## src/rtl/core/conv3x3_zero_padded_unit_assert.svh

```systemverilog
// ----------------------------------------------------------------------------
// conv3x3 assertion macros
// Concurrent check wrappers used by the conv3x3 core modules. Define
// ASSERT_OFF to compile the checks away.
// ----------------------------------------------------------------------------
`ifndef CONV3X3_ZERO_PADDED_UNIT_ASSERT_SVH
`define CONV3X3_ZERO_PADDED_UNIT_ASSERT_SVH

`ifndef ASSERT_OFF

// property must hold at every rising clock edge outside reset
`define CV3_ASSERT(lbl, clk, rst_n, prop) \
    lbl: assert property (@(posedge clk) disable iff (!rst_n) prop) \
        else $error("conv3x3 assertion failed");

// condition must never be true outside reset
`define CV3_NEVER(lbl, clk, rst_n, cond) \
    lbl: assert property (@(posedge clk) disable iff (!rst_n) !(cond)) \
        else $error("conv3x3 forbidden condition seen");

`else

`define CV3_ASSERT(lbl, clk, rst_n, prop)
`define CV3_NEVER(lbl, clk, rst_n, cond)

`endif

`endif

```

## src/rtl/core/cv3_pkg.sv

```systemverilog
// ----------------------------------------------------------------------------
// cv3_pkg
// Shared constants and types of the 3x3 zero padded correlation core.
// ----------------------------------------------------------------------------
`default_nettype none

package cv3_pkg;

    // frame geometry
    localparam int MAX_WIDTH  = 1024;
    localparam int MAX_HEIGHT = 1024;
    localparam int PIXEL_BITS = 8;
    localparam int COL_W      = $clog2(MAX_WIDTH);
    localparam int ROW_W      = $clog2(MAX_HEIGHT);
    localparam int DIM_W      = 11;

    // line memory: one entry per column, two stacked pixels
    localparam int LINE_W     = 2 * PIXEL_BITS;

    // configuration port
    localparam int CFG_IDX_W  = 3;
    localparam int CFG_DATA_W = 24;
    localparam int COEF_W     = 8;

    // arithmetic
    localparam int PROD_W     = PIXEL_BITS + 1 + COEF_W;
    localparam int FILT_W     = 20;

    // job queue between window and result sequencer
    localparam int JOB_DEPTH  = 4;
    localparam int PTR_W      = $clog2(JOB_DEPTH);
    localparam int CNT_W      = $clog2(JOB_DEPTH + 1);

    // result kinds per input: centre, row end, last row, last row end
    localparam int N_KIND     = 4;

    // register indexes
    localparam logic [CFG_IDX_W-1:0] CFG_KERNEL_TOP   = 3'd0;
    localparam logic [CFG_IDX_W-1:0] CFG_KERNEL_MID   = 3'd1;
    localparam logic [CFG_IDX_W-1:0] CFG_KERNEL_BOT   = 3'd2;
    localparam logic [CFG_IDX_W-1:0] CFG_FRAME_WIDTH  = 3'd3;
    localparam logic [CFG_IDX_W-1:0] CFG_FRAME_HEIGHT = 3'd4;

    // reset values
    localparam logic [CFG_DATA_W-1:0] KERNEL_TOP_RST = 24'h010201;
    localparam logic [CFG_DATA_W-1:0] KERNEL_MID_RST = 24'h000000;
    localparam logic [CFG_DATA_W-1:0] KERNEL_BOT_RST = 24'hFFFEFF;
    localparam int                    DIM_RST        = 3;

    // window[row][col], row 0 oldest, col 0 leftmost
    typedef logic [2:0][2:0][PIXEL_BITS-1:0] t_win;

    // kernel[row][col], signed coefficients
    typedef logic [2:0][2:0][COEF_W-1:0] t_kernel;

    // one input's worth of work
    typedef struct packed {
        t_win              win;
        logic [ROW_W-1:0]  row;
        logic [COL_W-1:0]  col;
        logic [N_KIND-1:0] mask;
    } t_job;

    // one result ready for the multiply-accumulate pipe
    typedef struct packed {
        t_win             px;
        logic [ROW_W-1:0] row;
        logic [COL_W-1:0] col;
        logic             last;
        logic             frame_done;
    } t_res;

endpackage

`default_nettype wire

```

## src/rtl/core/cv3_mac.sv

```systemverilog
// ----------------------------------------------------------------------------
// cv3_mac
// Multiply-accumulate pipe: nine products, three row sums, final sum into
// the output register.
// ----------------------------------------------------------------------------
`default_nettype none

module cv3_mac (
    input  wire logic                                  i_clk,
    input  wire logic                                  i_rst_n,
    input  wire logic                                  i_valid,
    output logic                                       o_ready,
    input  cv3_pkg::t_res                              i_res,
    input  cv3_pkg::t_kernel                           i_kernel,
    output logic                                       o_valid,
    input  wire logic                                  i_stall,
    output logic signed [cv3_pkg::FILT_W-1:0]          o_filtered,
    output logic        [cv3_pkg::ROW_W-1:0]           o_out_row,
    output logic        [cv3_pkg::COL_W-1:0]           o_out_col,
    output logic                                       o_run_last,
    output logic                                       o_frame_done
);

    logic                                  p_ready;
    logic                                  q_ready;
    logic                                  out_ready;

    logic signed [cv3_pkg::PROD_W-1:0]     n_prod [3][3];
    logic signed [cv3_pkg::FILT_W-1:0]     n_rsum [3];
    logic signed [cv3_pkg::FILT_W-1:0]     n_total;

    logic                                  r_p_valid;
    logic signed [cv3_pkg::PROD_W-1:0]     r_p_prod [3][3];
    logic [cv3_pkg::ROW_W-1:0]             r_p_row;
    logic [cv3_pkg::COL_W-1:0]             r_p_col;
    logic                                  r_p_last;
    logic                                  r_p_done;

    logic                                  r_q_valid;
    logic signed [cv3_pkg::FILT_W-1:0]     r_q_rsum [3];
    logic [cv3_pkg::ROW_W-1:0]             r_q_row;
    logic [cv3_pkg::COL_W-1:0]             r_q_col;
    logic                                  r_q_last;
    logic                                  r_q_done;

    logic                                  r_o_valid;
    logic signed [cv3_pkg::FILT_W-1:0]     r_o_filtered;
    logic [cv3_pkg::ROW_W-1:0]             r_o_row;
    logic [cv3_pkg::COL_W-1:0]             r_o_col;
    logic                                  r_o_last;
    logic                                  r_o_done;

    // backpressure chain
    assign out_ready = !r_o_valid || !i_stall;
    assign q_ready   = !r_q_valid || out_ready;
    assign p_ready   = !r_p_valid || q_ready;
    assign o_ready   = p_ready;

    // unsigned pixel times signed coefficient
    always_comb begin
        for (int i = 0; i < 3; i++) begin
            for (int j = 0; j < 3; j++) begin
                n_prod[i][j] = $signed({1'b0, i_res.px[i][j]}) * $signed(i_kernel[i][j]);
            end
        end
    end

    // row sums
    always_comb begin
        for (int i = 0; i < 3; i++) begin
            n_rsum[i] = cv3_pkg::FILT_W'(r_p_prod[i][0]) + cv3_pkg::FILT_W'(r_p_prod[i][1])
                      + cv3_pkg::FILT_W'(r_p_prod[i][2]);
        end
    end

    assign n_total = r_q_rsum[0] + r_q_rsum[1] + r_q_rsum[2];

    // stage valids
    always_ff @(posedge i_clk) begin
        if (!i_rst_n) begin
            r_p_valid <= 1'b0;
            r_q_valid <= 1'b0;
            r_o_valid <= 1'b0;
        end else begin
            if (p_ready) begin
                r_p_valid <= i_valid;
            end
            if (q_ready) begin
                r_q_valid <= r_p_valid;
            end
            if (out_ready) begin
                r_o_valid <= r_q_valid;
            end
        end
    end

    // stage payloads
    always_ff @(posedge i_clk) begin
        if (p_ready && i_valid) begin
            r_p_prod <= n_prod;
            r_p_row  <= i_res.row;
            r_p_col  <= i_res.col;
            r_p_last <= i_res.last;
            r_p_done <= i_res.frame_done;
        end
        if (q_ready && r_p_valid) begin
            r_q_rsum <= n_rsum;
            r_q_row  <= r_p_row;
            r_q_col  <= r_p_col;
            r_q_last <= r_p_last;
            r_q_done <= r_p_done;
        end
        if (out_ready && r_q_valid) begin
            r_o_filtered <= n_total;
            r_o_row      <= r_q_row;
            r_o_col      <= r_q_col;
            r_o_last     <= r_q_last;
            r_o_done     <= r_q_done;
        end
    end

    assign o_valid      = r_o_valid;
    assign o_filtered   = r_o_filtered;
    assign o_out_row    = r_o_row;
    assign o_out_col    = r_o_col;
    assign o_run_last   = r_o_last;
    assign o_frame_done = r_o_done;

endmodule

`default_nettype wire

```

## config.mk

```make
export PLATFORM = sky130hd
export DESIGN_NAME = cv3_mac
export DESIGN_NICKNAME = d
export VERILOG_FILES = /design/src/rtl/core/conv3x3_zero_padded_unit_assert.svh /design/src/rtl/core/cv3_pkg.sv /design/src/rtl/core/cv3_mac.sv
export SDC_FILE = /design/constraint.sdc
export NUM_CORES = 2
export LEC_CHECK = 0
export BUFFER_PORTS_ARGS = -buffer_cell sky130_fd_sc_hd__buf_4
export CAP_MARGIN = 20
export CORE_MARGIN = 3
export CORE_UTILIZATION = 45
export CTS_CLUSTER_DIAMETER = 60
export DETAILED_ROUTE_END_ITERATION = 6
export MAX_ROUTING_LAYER = met4
export PLACE_DENSITY = 0.63
export SLEW_MARGIN = 40
export SYNTH_ARGS = -nofsm -noshare
export SYNTH_HDL_FRONTEND = slang
export SYNTH_SLANG_ARGS = --single-unit
```

## constraint.sdc

```tcl
create_clock -name i_clk -period 7.2 [get_ports i_clk]
set_clock_uncertainty 0.15 [all_clocks]
set_input_delay 0.72 -clock i_clk [delete_from_list [all_inputs] [get_ports i_clk]]
set_output_delay 0.72 -clock i_clk [all_outputs]
set_load 0.01 [all_outputs]
```

Word level (Yosys, flattened, before mapping)
Index checks and enable logic that the tools add are counted.

storage, ports and cells
  bits in registers = 302
  bits of input ports = 170
  output and inout bits = 44
  word-level logic and storage cells = 55

operators by class
  add/sub/neg operators = 8
  multipliers = 9
  reduce and logical (&&, ||, !) cells = 10

operator list
  operator             number
  $mul A9 B8 Y17       9
  $add A18 B17 Y19     3
  $add A17 B17 Y18     3
  $add A20 B20 Y20     2
  $logic_not A1 Y1     4
  $logic_and A1 B1 Y1  3
  $logic_or A1 B1 Y1   3

Logic depth before layout (Yosys ltp)
  depth in word-level cells = 5
  mapped depth = 19
  depth with buffers taken out = 19

Worst setup path after synthesis
OpenSTA, ideal clock, no wires.

  path kind = input -> register
  start point = in i_stall
  end point = reg r_p_col[0] (netlist bit), enable pin
  library setup time = 557 ps
  arrival = 5,089 ps
  path slack = 1,404 ps
  stages = 3
  path buffers = 0
  cells stage by stage = and3_1 nand2_1 and2_1

on the way
  word-level cells in the longest chain between the ends = 5

RTL lines
  item                    RTL line        text
  start: declaration      cv3_mac.sv:16   input wire logic i_stall,
  $logic_not A1 Y1        cv3_mac.sv:54   assign out_ready = !r_o_valid || !i_stall;
  $logic_or A1 B1 Y1      cv3_mac.sv:54
  $logic_or A1 B1 Y1      cv3_mac.sv:55   assign q_ready = !r_q_valid || out_ready;
  $logic_or A1 B1 Y1      cv3_mac.sv:56   assign p_ready = !r_p_valid || q_ready;
  net o_ready             cv3_mac.sv:12   output logic o_ready,
  $logic_and A1 B1 Y1     cv3_mac.sv:99   if (p_ready && i_valid) begin
  end signal: assignment  cv3_mac.sv:102  r_p_col <= i_res.col;
  end: declaration        cv3_mac.sv:35   logic [cv3_pkg::COL_W-1:0] r_p_col;

The timed path passes the listed nets, and every way through them passes these cells.
A chain may end at the register's enable or synchronous reset.

==> impl_metrics.tcl <==
set metrics [dict create \
    whs_path_depth 1 \
    portBuffers 213 \
    cap_violations 0 \
    yosys_warnings 0 \
    die-width_um 277 \
    place.gp.congestion 0.849 \
    synthMuxAreaShare 0.000303 \
    synth_xor_area_frac 0.0433 \
    hold_violations 0 \
    clk_path_buf_depth 3 \
    grt_pass1_vias 22700 \
    place_area_sq_um 35900 \
    max_freq_mhz 218 \
    synth_cell_types 59 \
    syn_area_per_cell_sq_um 10.8 \
    fp.dieH_um 277 \
    synth_top_family_by_area "adder cells" \
    synth_seq_area_share 0.271 \
    boundaryPins 214 \
    stdcell_area_sq_um 37000 \
    finalCriticalPeriod_ns 4.58 \
    yosysTopAreaCellShare 0.269 \
    slew_violations 0 \
    synth-async-reset-ratio 0 \
    wl_per_cell_um 15.7 \
    final_common_cell "inv_1" \
    clk_latency_ns 0.55 \
    synth_edf_count 296 \
    setup_violations 0 \
    cts_tree "done" \
    synth-simple-area-share 0.142 \
    ys.flop_type "edfxtp_1" \
    htree_levels 2 \
    regToRegSetupSlack_ns 3.63 \
    drive_above_1_share 0.0871 \
    rsz0062_at_grt "false" \
    viasPerCell 4.99 \
    ff2ff_path_depth 11 \
    status "complete, no violations" \
    coreArea_sq_um 72100 \
    syn2layout_area_growth_pct 12.2 \
    grt_max_degree 92 \
    synth_cells 3060 \
    track_usage 0.188 \
    gr-total-overflow 0 \
    fin_nets 4347 \
    cts-hold-fix-buffers 0 \
    synthesis.area_sq_um 33000 \
    placementRows 98 \
    path_clk_slew_ns 0.06 \
    relSlewSlack 0.547 \
    arrival_ns 4.70 \
    hold_path_end "r_p_col[3]" \
    synth_top_area_cell "edfxtp_1" \
    cts_setup_buffers 0 \
    ys_top_cells_by_area "edfxtp_1 (27%), fa_1 (25%), ha_1 (17%)" \
    ant_nets 0 \
    tightest_slew_ns 0.678 \
    most-common-layout-cells "inv_1 (537), ha_1 (456), fa_1 (407)" \
    drc 0 \
    cts_resized 0 \
    r2r-start "r_p_prod[103]" \
    total_power_mw 15.4 \
    timing.setup.tns_ns 0 \
    worstPathRequired_ns 7.32 \
    antenna_cells 0 \
    peakVddDrop_mv 0.293 \
    ys_seq_elements 299 \
    drt_wl_total_mm 67.5 \
    hold_class "primary input to register" \
    antenna_found_initial 0 \
    dieArea_sq_um 76600 \
    power_leakage_nw 17.3 \
    clock_sinks 299 \
    synth_compound_gate_area_share 0.0618 \
    rr_endpoint "r_q_rsum[55]" \
    drtPass1Iterations 5 \
    routed-via-count 21400 \
    clockRootBuffer "clkbuf_16" \
    hpwl_mm 55.8 \
    fin_crit_sh 0.636 \
    cts_inserted_buffers 36 \
    synth_fa_ha_area_frac 0.420 \
    grt_pass1_wl_mm 115 \
    powerDensity_nw_per_um2 417 \
    crit_path_start_kind "primary input" \
    min_from "i_res[5]" \
    worst_setup_path_end_kind "register" \
    initial_core_util 0.458 \
    initialDrtViolationCount 918 \
    synth_fp_nets 4093 \
    worstPathMaxFanout 8 \
    worstSetupPathType "primary input to register" \
]
worst max-delay path by stage:
stage | startpoint | to | slack [ns] | depth (start not counted)
6_report | i_kernel[15] | r_p_prod[135] | 2.62 | 16
5_1_grt | i_kernel[15] | r_p_prod[134] | 2.39 | 15
4_1_cts | i_kernel[15] | r_p_prod[135] | 2.68 | 16
3_3_place_gp | i_kernel[15] | r_p_prod[135] | 2.13 | 16
2_1_floorplan | i_stall | r_p_col[0] | 1.40 | 3
3_5_place_dp | i_kernel[15] | r_p_prod[135] | 2.12 | 16
cell type report:
type                       instances  area (sq um)
clock inverter                    23           206
sequential                       299          8950
multi-input combinational       2221         22000
tap                              950          1190
timing repair buffer             218          1680
fill                            6646         35100
inverter                         538          2020
clock buffer                      41           920
stage by stage:
stage	hold slack, ns	setup WS, ns	util	cells
finish	0.202	2.62	0.513	4290
global route	0.175	2.39	0.513	4290
CTS	0.163	2.68	0.513	4289
detailed placement	0.255	2.12	0.497	4225
global placement	0.251	2.13	0.497	4224
floorplan	0.250	1.40	-	3060
synthesized netlist by cell type (11+ instances only):
cell type	n
a211oi_1	11
a21o_1	31
a21oi_1	118
and2_1	379
and3_1	16
edfxtp_1	296
fa_1	407
ha_1	456
inv_1	537
nand2_1	180
nand2b_1	52
nand3_1	26
nor2_1	113
nor2b_1	30
nor3_1	29
o211ai_1	13
o21a_1	35
o21ai_0	22
o21ai_1	23
or2_2	11
or3_1	23
xnor2_1	152
xor2_1	11
registers in the layout, summed over array words and instances (netlist names):
register and count:
o_filtered 20, o_frame_done 1, o_out_col 10, o_out_row 10
o_run_last 1, o_valid 1, r_p_col 10, r_p_done 1
r_p_last 1, r_p_prod 153, r_p_row 10, r_p_valid 1
r_q_col 10, r_q_done 1, r_q_last 1, r_q_row 10
r_q_rsum 57, r_q_valid 1
critical path, stage by stage:
cell and delay, ns:
buf_4 0.10, clkinv_1 0.20, nor2_1 0.18, fa_1 0.44, fa_1 0.46, fa_1 0.55
inv_1 0.07, fa_1 0.48, inv_1 0.04, ha_1 0.31, or3_1 0.35, o21ai_0 0.08
a21oi_1 0.08, a211oi_1 0.35, a21oi_1 0.13, xnor2_1 0.15
power breakdown:
group	total, mW	leakage [nW]	internal [mW]	switching (mW)
clock network	1.73	0.550	1.01	0.723
registers	3.57	2.86	3.18	0.386
logic	10.1	13.8	4.53	5.60
kinds of logic (layout without fill, tap and decap cells):
family          after synthesis  in the layout
flops                       299            299
xor+xnor                    163            163
simple gates                876            876
compound gates              318            318
mux                           1              1
fa+ha+maj                   863            863
buf+inv                     540            820
metal layers:
layer | GRT usage | part of all wire | vias up
met4 | 0.0346 | 0.016 | 0
li1 | - | - | 10500
met3 | 0.0170 | 0.031 | 63
met1 | 0.257 | 0.47 | 10500
met2 | 0.309 | 0.48 | 280
met5 | - | 0 | -
No activity file was read; power rests on OpenSTA's default activity.
