## src/rtl/core/conv3x3_zero_padded_unit_assert.svh

```systemverilog
// ----------------------------------------------------------------------------
// conv3x3 assertion macros
// Concurrent check wrappers used by the conv3x3 core modules. Define
// ASSERT_OFF to compile the checks away.
// ----------------------------------------------------------------------------
`ifndef CONV3X3_ZERO_PADDED_UNIT_ASSERT_SVH
`define CONV3X3_ZERO_PADDED_UNIT_ASSERT_SVH

`ifndef ASSERT_OFF

// property must hold at every rising clock edge outside reset
`define CV3_ASSERT(lbl, clk, rst_n, prop) \
    lbl: assert property (@(posedge clk) disable iff (!rst_n) prop) \
        else $error("conv3x3 assertion failed");

// condition must never be true outside reset
`define CV3_NEVER(lbl, clk, rst_n, cond) \
    lbl: assert property (@(posedge clk) disable iff (!rst_n) !(cond)) \
        else $error("conv3x3 forbidden condition seen");

`else

`define CV3_ASSERT(lbl, clk, rst_n, prop)
`define CV3_NEVER(lbl, clk, rst_n, cond)

`endif

`endif

```

## src/rtl/core/cv3_pkg.sv

```systemverilog
// ----------------------------------------------------------------------------
// cv3_pkg
// Shared constants and types of the 3x3 zero padded correlation core.
// ----------------------------------------------------------------------------
`default_nettype none

package cv3_pkg;

    // frame geometry
    localparam int MAX_WIDTH  = 1024;
    localparam int MAX_HEIGHT = 1024;
    localparam int PIXEL_BITS = 8;
    localparam int COL_W      = $clog2(MAX_WIDTH);
    localparam int ROW_W      = $clog2(MAX_HEIGHT);
    localparam int DIM_W      = 11;

    // line memory: one entry per column, two stacked pixels
    localparam int LINE_W     = 2 * PIXEL_BITS;

    // configuration port
    localparam int CFG_IDX_W  = 3;
    localparam int CFG_DATA_W = 24;
    localparam int COEF_W     = 8;

    // arithmetic
    localparam int PROD_W     = PIXEL_BITS + 1 + COEF_W;
    localparam int FILT_W     = 20;

    // job queue between window and result sequencer
    localparam int JOB_DEPTH  = 4;
    localparam int PTR_W      = $clog2(JOB_DEPTH);
    localparam int CNT_W      = $clog2(JOB_DEPTH + 1);

    // result kinds per input: centre, row end, last row, last row end
    localparam int N_KIND     = 4;

    // register indexes
    localparam logic [CFG_IDX_W-1:0] CFG_KERNEL_TOP   = 3'd0;
    localparam logic [CFG_IDX_W-1:0] CFG_KERNEL_MID   = 3'd1;
    localparam logic [CFG_IDX_W-1:0] CFG_KERNEL_BOT   = 3'd2;
    localparam logic [CFG_IDX_W-1:0] CFG_FRAME_WIDTH  = 3'd3;
    localparam logic [CFG_IDX_W-1:0] CFG_FRAME_HEIGHT = 3'd4;

    // reset values
    localparam logic [CFG_DATA_W-1:0] KERNEL_TOP_RST = 24'h010201;
    localparam logic [CFG_DATA_W-1:0] KERNEL_MID_RST = 24'h000000;
    localparam logic [CFG_DATA_W-1:0] KERNEL_BOT_RST = 24'hFFFEFF;
    localparam int                    DIM_RST        = 3;

    // window[row][col], row 0 oldest, col 0 leftmost
    typedef logic [2:0][2:0][PIXEL_BITS-1:0] t_win;

    // kernel[row][col], signed coefficients
    typedef logic [2:0][2:0][COEF_W-1:0] t_kernel;

    // one input's worth of work
    typedef struct packed {
        t_win              win;
        logic [ROW_W-1:0]  row;
        logic [COL_W-1:0]  col;
        logic [N_KIND-1:0] mask;
    } t_job;

    // one result ready for the multiply-accumulate pipe
    typedef struct packed {
        t_win             px;
        logic [ROW_W-1:0] row;
        logic [COL_W-1:0] col;
        logic             last;
        logic             frame_done;
    } t_res;

endpackage

`default_nettype wire

```

## src/rtl/core/cv3_emit.sv

```systemverilog
// ----------------------------------------------------------------------------
// cv3_emit
// Job queue and result sequencer: walks each job's result kinds, one per
// cycle if i_ready is high; selects and masks window taps per output position.
// ----------------------------------------------------------------------------
`default_nettype none
`include "conv3x3_zero_padded_unit_assert.svh"

module cv3_emit (
    input  wire logic                          i_clk,
    input  wire logic                          i_rst_n,
    input  wire logic                          i_push,
    input  cv3_pkg::t_job                      i_job,
    output logic [cv3_pkg::CNT_W-1:0]          o_count,
    output logic                               o_valid,
    input  wire logic                          i_ready,
    output cv3_pkg::t_res                      o_res
);

    cv3_pkg::t_job                  r_q [cv3_pkg::JOB_DEPTH];
    logic [cv3_pkg::PTR_W-1:0]      r_wp;
    logic [cv3_pkg::PTR_W-1:0]      r_rp;
    logic [cv3_pkg::CNT_W-1:0]      r_count;
    logic [cv3_pkg::N_KIND-1:0]     r_done;

    cv3_pkg::t_job                  head;
    logic [cv3_pkg::N_KIND-1:0]     pending;
    logic [cv3_pkg::N_KIND-1:0]     pick;
    logic                           last;
    logic                           take;
    logic                           pop;
    logic                           sr;
    logic                           sc;
    logic [2:0]                     row_ok;
    logic [2:0]                     col_ok;

    assign head    = r_q[r_rp];
    assign pending = head.mask & ~r_done;
    assign pick    = pending & (~pending + cv3_pkg::N_KIND'(1));
    assign last    = (pending & ~pick) == '0;
    assign o_valid = r_count != '0;
    assign take    = o_valid && i_ready;
    assign pop     = take && last;
    assign o_count = r_count;

    // queue storage
    always_ff @(posedge i_clk) begin
        if (i_push) begin
            r_q[r_wp] <= i_job;
        end
    end

    // queue pointers and per-job progress
    always_ff @(posedge i_clk) begin
        if (!i_rst_n) begin
            r_wp    <= '0;
            r_rp    <= '0;
            r_count <= '0;
            r_done  <= '0;
        end else begin
            if (i_push) begin
                r_wp <= r_wp + cv3_pkg::PTR_W'(1);
            end
            if (pop) begin
                r_rp   <= r_rp + cv3_pkg::PTR_W'(1);
                r_done <= '0;
            end else if (take) begin
                r_done <= r_done | pick;
            end
            r_count <= r_count + cv3_pkg::CNT_W'(i_push) - cv3_pkg::CNT_W'(pop);
        end
    end

    // row / column shift of the output centre inside the window
    assign sr = pick[2] | pick[3];
    assign sc = pick[1] | pick[3];

    // neighbours inside the frame: top, centre, bottom and left, centre, right
    always_comb begin
        row_ok[0] = sr ? (head.row != '0) : (head.row > cv3_pkg::ROW_W'(1));
        row_ok[1] = 1'b1;
        row_ok[2] = !sr;
        col_ok[0] = sc ? (head.col != '0) : (head.col > cv3_pkg::COL_W'(1));
        col_ok[1] = 1'b1;
        col_ok[2] = !sc;
    end

    // tap selection with zero padding
    always_comb begin
        logic [1:0] ri;
        logic [1:0] cj;
        ri = '0;
        cj = '0;
        for (int i = 0; i < 3; i++) begin
            for (int j = 0; j < 3; j++) begin
                ri = (sr && (i < 2)) ? 2'(i + 1) : 2'(i);
                cj = (sc && (j < 2)) ? 2'(j + 1) : 2'(j);
                o_res.px[i][j] = (row_ok[i] && col_ok[j]) ? head.win[ri][cj] : '0;
            end
        end
    end

    assign o_res.row        = sr ? head.row : head.row - cv3_pkg::ROW_W'(1);
    assign o_res.col        = sc ? head.col : head.col - cv3_pkg::COL_W'(1);
    assign o_res.last       = last;
    assign o_res.frame_done = pick[3];

    // flow control keeps the queue short of full
    `CV3_NEVER(a_push_full, i_clk, i_rst_n, i_push && (r_count == cv3_pkg::CNT_W'(cv3_pkg::JOB_DEPTH)))
    // progress bits only ever cover kinds the head job asked for
    `CV3_ASSERT(a_done_in_mask, i_clk, i_rst_n, (r_count != '0) |-> ((r_done & ~head.mask) == '0))
    // an empty queue carries no partial progress
    `CV3_ASSERT(a_empty_clean, i_clk, i_rst_n, (r_count == '0) |-> (r_done == '0))

endmodule

`default_nettype wire

```

## config.mk

```make
export PLATFORM = sky130hd
export DESIGN_NAME = cv3_emit
export DESIGN_NICKNAME = d
export VERILOG_FILES = /design/src/rtl/core/cv3_pkg.sv /design/src/rtl/core/cv3_emit.sv
export VERILOG_INCLUDE_DIRS = /design/src /design/src/rtl/core
export SDC_FILE = /design/constraint.sdc
export NUM_CORES = 1
export LEC_CHECK = 0
export ABC_AREA = 1
export BUFFER_PORTS_ARGS = -buffer_cell sky130_fd_sc_hd__buf_2
export CORE_ASPECT_RATIO = 1.25
export CORE_MARGIN = 2
export CORE_UTILIZATION = 65
export CTS_BUF_LIST = sky130_fd_sc_hd__clkbuf_8
export DETAILED_ROUTE_END_ITERATION = 10
export HOLD_SLACK_MARGIN = 0.06
export PLACE_DENSITY = 0.87
export SETUP_SLACK_MARGIN = 0.3
export SKIP_CTS_REPAIR_TIMING = 1
export SYNTH_ARGS = -nofsm -noshare
export SYNTH_HDL_FRONTEND = slang
export SYNTH_SLANG_ARGS = --single-unit
```

## constraint.sdc

```tcl
create_clock -name i_clk -period 5.91 [get_ports i_clk]
set_input_delay 0.591 -clock i_clk [delete_from_list [all_inputs] [get_ports i_clk]]
set_output_delay 0.591 -clock i_clk [all_outputs]
set_load 0.02 [all_outputs]
```

# Word-level counts from Yosys, hierarchy flattened
# Memories as Yosys holds them, arrays and structs flattened. A register that Yosys moved wholly into a read port is not among the register bits.
# Index checks and enable logic that the tools add are counted.
# totals
ff_bits	11
latchBits	0
ramBits	384
rom_bits	0
n_memories	1
# classes
addsub	7
n_mul	0
div	0
magnitude_cmp	6
eq_ne	0
shifts	0
mux	36
bitwise_logic	10
n_reduce_logical	13
# memory_table
memory	depth	width	rd	rd_ports_with_merged_regs	write_ports	line	source
r_q	4	96	1	1	1	cv3_emit.sv:20	cv3_pkg::t_job r_q [cv3_pkg::JOB_DEPTH];
# ops
cell	n
$mux 8	14
$bmux 24 s2	2
$bmux 8 s2	6
$mux 24	2
$gt 10x1->1 const B	2
$mux 10	2
$reduce_bool 10->1	2
$sub 10x1->10 const B	2
$and 4x4->4	3
$not 4->4	3
$lt 2x3->1 const B	3
$mux 2	4
$logic_and 1x1->1	6
$mux 1	6
$add 2x1->2 const B	2
$add 4x1->4 const B	1
$logic_not 4->1	1
$or 4x4->4	1
$add 3x1->3	1
$lt 1x3->1 const B	1
$reduce_bool 3->1	1
$sub 3x1->3	1
$logic_not 1->1	2
$or 1x1->1	2
other kinds (2)	2

# Logic depth before layout (Yosys ltp)
# depth
word_depth	12
mapped_depth	18
ltp_nobuf	17

# Least setup slack after synthesis
# OpenSTA, ideal clock, no wires.
# synth_timing
path_kind	register -> output
start	register (tool-made name)
end	output port o_res[38] (netlist bit)
arrival_time_ps	2410
slack_ps	2909
path_stages_with_launch	14
cell_sequence	dfxtp_1 > buf_4 > buf_4 > buf_6 > nand2_1 > a32oi_2 > inv_2 > ha_1 > or2_2 > nand3_1 > nand2_1 > nand3b_4 > nand2_2 > nor2_1
# synth_lines
item	line	source
end, declared	cv3_emit.sv:17	output cv3_pkg::t_res o_res

==> summary.txt <==
Drt
  • Vias/cell: 6.036
  • Vias: 12.70k
  • Drt wl/cell: 20.91 um
  • Drt initial violations: 1499
  • DR pass1 iterations: 6
  • Routed WL: 44010 um
  • DRT antenna net count: 0
  • Drt drc: 0

Clock network
  • CTS tree: done
  • Clock Pin Slew Worst Setup and Hold Paths: 60 ps
  • Clock sink total: 397
  • Clock Tree Root: clkbuf_8
  • TritonCTS Buffers: 56
  • Max H-tree Level: 2
  • Clock latency on the worst-skew pair: 600 ps
  • CTS max path bufs: 3

Power and ir drop
  • Sw frac: 0.3666
  • Total power draw: 7.746 mW
  • Static leakage: 7.773 nW
  • Sequential Power Share: 0.424
  • P_sw: 2.840 mW
  • Clk network pwr share: 0.251
  • Internal cell power: 4.906 mW
  • Comb power frac: 0.325
  • Pwr Density: 400.6 nW/um^2
  • Worst IR drop on VDD: 0.3152 mV

Floorplan
  • Die X: 149.7 um
  • Core area: 26100 sq um
  • Die area: 27850 sq um
  • Starting Density: 0.6607
  • Die Span Y: 186.1 um
  • # rows: 66
  • # IOs: 198

Final layout
  • Area grow syn2layout: 12.17%
  • Final Non-Filler Cells: 2104
  • Ratio of cells with drive above 1 in the final layout: 0.1755
  • Nets: 1826

Timing
  • Rel. slew slack: 0.2923
  • Fin Clk Skew: 17.88 ps
  • Final hold violations: 0
  • Fin crit period: 4994 ps
  • Slew @ Worst Pin: 1062 ps
  • Fin. max-slew vios: 0
  • Setup TNS: 0 ps
  • Unrepaired setup endpoints after global routing: false
  • Fin crit share: 0.8450
  • Fmax: 200.2 MHz
  • Hold Slack: 201.6 ps
  • Final setup vio count: 0

Synth
  • Post-synth EDFFs: 384
  • Synth warn: 0
  • Dominant synthesized flop cell: edfxtp_1
  • Synth async-reset ratio: 0
  • Largest family of logic cells by synthesized area: simple AND/OR/NAND/NOR gates
  • Compound-gate portion of the synthesized area: 0.09304
  • Post-synthesis sequential area ratio: 0.6839
  • Fraction of the mapped netlist area in simple logic gates: 0.1598
  • Synthesized instance count: 1533
  • Synthesized area per cell: 11.25 sq um
  • XOR/XNOR Fraction of Synth Area: 0.009652
  • Mux share of post-synthesis cell area: 0
  • Count of different cell masters after synthesis: 41
  • Net Count, Synth: 1646
  • Mapped Area: 17240 sq um
  • Flops & latches, synth: 397
  • Post-Synth Adder-Cell Area: 0.009870

Critical path
  • Critical path class: flop to output pin
  • CP startpoint kind: flop
  • Worst EP required: 5320 ps
  • Worst Path Arrival: 4400 ps
  • Crit path to: o_res[36]
  • Setup crit end kind: output pin
  • R2r setup slk: 1990 ps
  • R2r worst-path depth: 17
  • Reg-to-reg critical path endpoint: o_count[2]
  • Worst Path Max Fanout: 105

Global routing
  • Initial antenna violation count: 10
  • Grt ovf: 0
  • Largest net degree at the start of global routing: 106
  • Total Routing Usage GR: 0.3173
  • First-pass GRT wire length: 65810 um
  • Vias in the first global route: 12.04k

Hold path
  • Worst Hold Class: input port to flop

Job
  • Number of max-cap violations: 0

Place
  • GPL Wtd Cong: 0.9426
  • Port Buf Inserts: 197
  • Inst Count DP: 1995
  • Hpwl dp: 27760 um

Outcome
  • Status: complete, no violations
-- worst min-delay path by stage --
stage | start | endpoint | slack (ps) | cells past startpoint
detailed placement | r_done[2] | r_done[2] | 450 | 2
global placement | r_done[2] | r_done[2] | 450 | 2
CTS | i_job[58] | r_q[0][58] | 180 | 1
global route | i_job[80] | r_q[0][80] | 180 | 1
floorplan | r_done[2] | r_done[2] | 430 | 2
finish | i_job[61] | r_q[1][61] | 200 | 1
-- synthesized netlist by cell type, types with 12 or more instances --
| master | count | area [sq um] |
|---|---|---|
| xor2_1 | 14 | 122.6 |
| a32o_1 | 31 | 310.3 |
| inv_1 | 65 | 244.0 |
| o22ai_1 | 27 | 168.9 |
| ha_1 | 12 | 150.1 |
| a21oi_1 | 76 | 380.4 |
| o21ai_0 | 97 | 485.5 |
| nand3_1 | 79 | 395.4 |
| edfxtp_1 | 384 | 11530 |
| nand2_1 | 446 | 1674 |
| clkbuf_1 | 14 | 52.55 |
| buf_4 | 24 | 180.2 |
| nor2_1 | 137 | 514.2 |
| dfxtp_1 | 13 | 260.3 |
| buf_2 | 46 | 230.2 |
-- per-stage QoR --
step	util	cell area (sq um)	worst slack, ps
finish	0.7411	19340	915.9
global route	0.7408	19330	587.3
CTS	0.7402	19320	994.2
detailed placement	0.7010	18290	1647
global placement	0.7010	18290	1722
floorplan	-	17240	2909
-- cell type report --
class | instances | area (sq um)
clock inverters | 42 | 224.0
clock buffers | 58 | 798.3
diodes | 9 | 22.52
fillers | 1723 | 6756
repair buffers | 209 | 1089
well taps | 340 | 425.4
inverters | 70 | 277.8
multi-input cells | 979 | 4706
flip-flops and latches | 397 | 11800
-- cell usage in the layout (no fill, tap or decap), types with 3 or more instances in the layout --
master      n
nand2_1   445
edfxtp_1  384
buf_2     197
nor2_1    137
o21ai_0    97
inv_1      86
nand3_1    79
a21oi_1    76
clkbuf_8   58
a32o_1     31
o22ai_1    27
xor2_1     14
ha_1       12
o21ai_1    11
dfxtp_1    11
buf_4      11
diode_2     9
a32oi_1     8
clkinv_1    8
inv_4       6
a22oi_1     6
nand2_2     5
xnor2_1     5
clkinv_2    5
nand4_1     3
inv_2       3
-- cells by family after synthesis --
kind of cell / Yosys count
AOI/OAI and AO/OA: 264
xor gates and xnor gates: 19
adders and majority gates: 13
buffers and inverters: 157
DFF: 397
and+or+nand+nor: 683
-- flip-flops by register name, summed over array words and instances, names as in the netlist, named ones only --
register	cells
r_q	384
r_done	4
o_count	3
r_rp	2
r_wp	2
-- per-layer routing --
| layer | global-route usage | up-vias | share of wire |
|---|---|---|---|
| met5 | 0 | - | 0.0011 |
| met4 | 0.1675 | 8 | 0.054 |
| met3 | 0.06275 | 140 | 0.11 |
| met2 | 0.5150 | 812 | 0.48 |
| met1 | 0.4088 | 5989 | 0.36 |
| li1 | - | 5750 | - |
-- worst max-delay path, cell delays in order, from the launching register on --
cell and delay (ps):
dfxtp_4 720, inv_4 520, nand2_1 190, nand3_1 120
nand3b_2 180, nand2_1 140, a21oi_4 770, buf_12 300
nand2_1 80, o21ai_1 220, nand2_1 90, nand2_1 90
nor2_1 90, buf_2 180
-- power by group through the flow --
stage | Combinational [mW] | Sequential (mW) | Clock (mW)
after floorplan | 1.65 | 3.33 | 0
final | 2.52 | 3.28 | 1.95
after detailed placement | 2.45 | 3.34 | 0
after global routing | 2.70 | 3.29 | 2.09
after global placement | 2.41 | 3.33 | 0
after CTS | 2.46 | 3.28 | 1.96
Note: power is estimated with default switching activity, not from simulation.
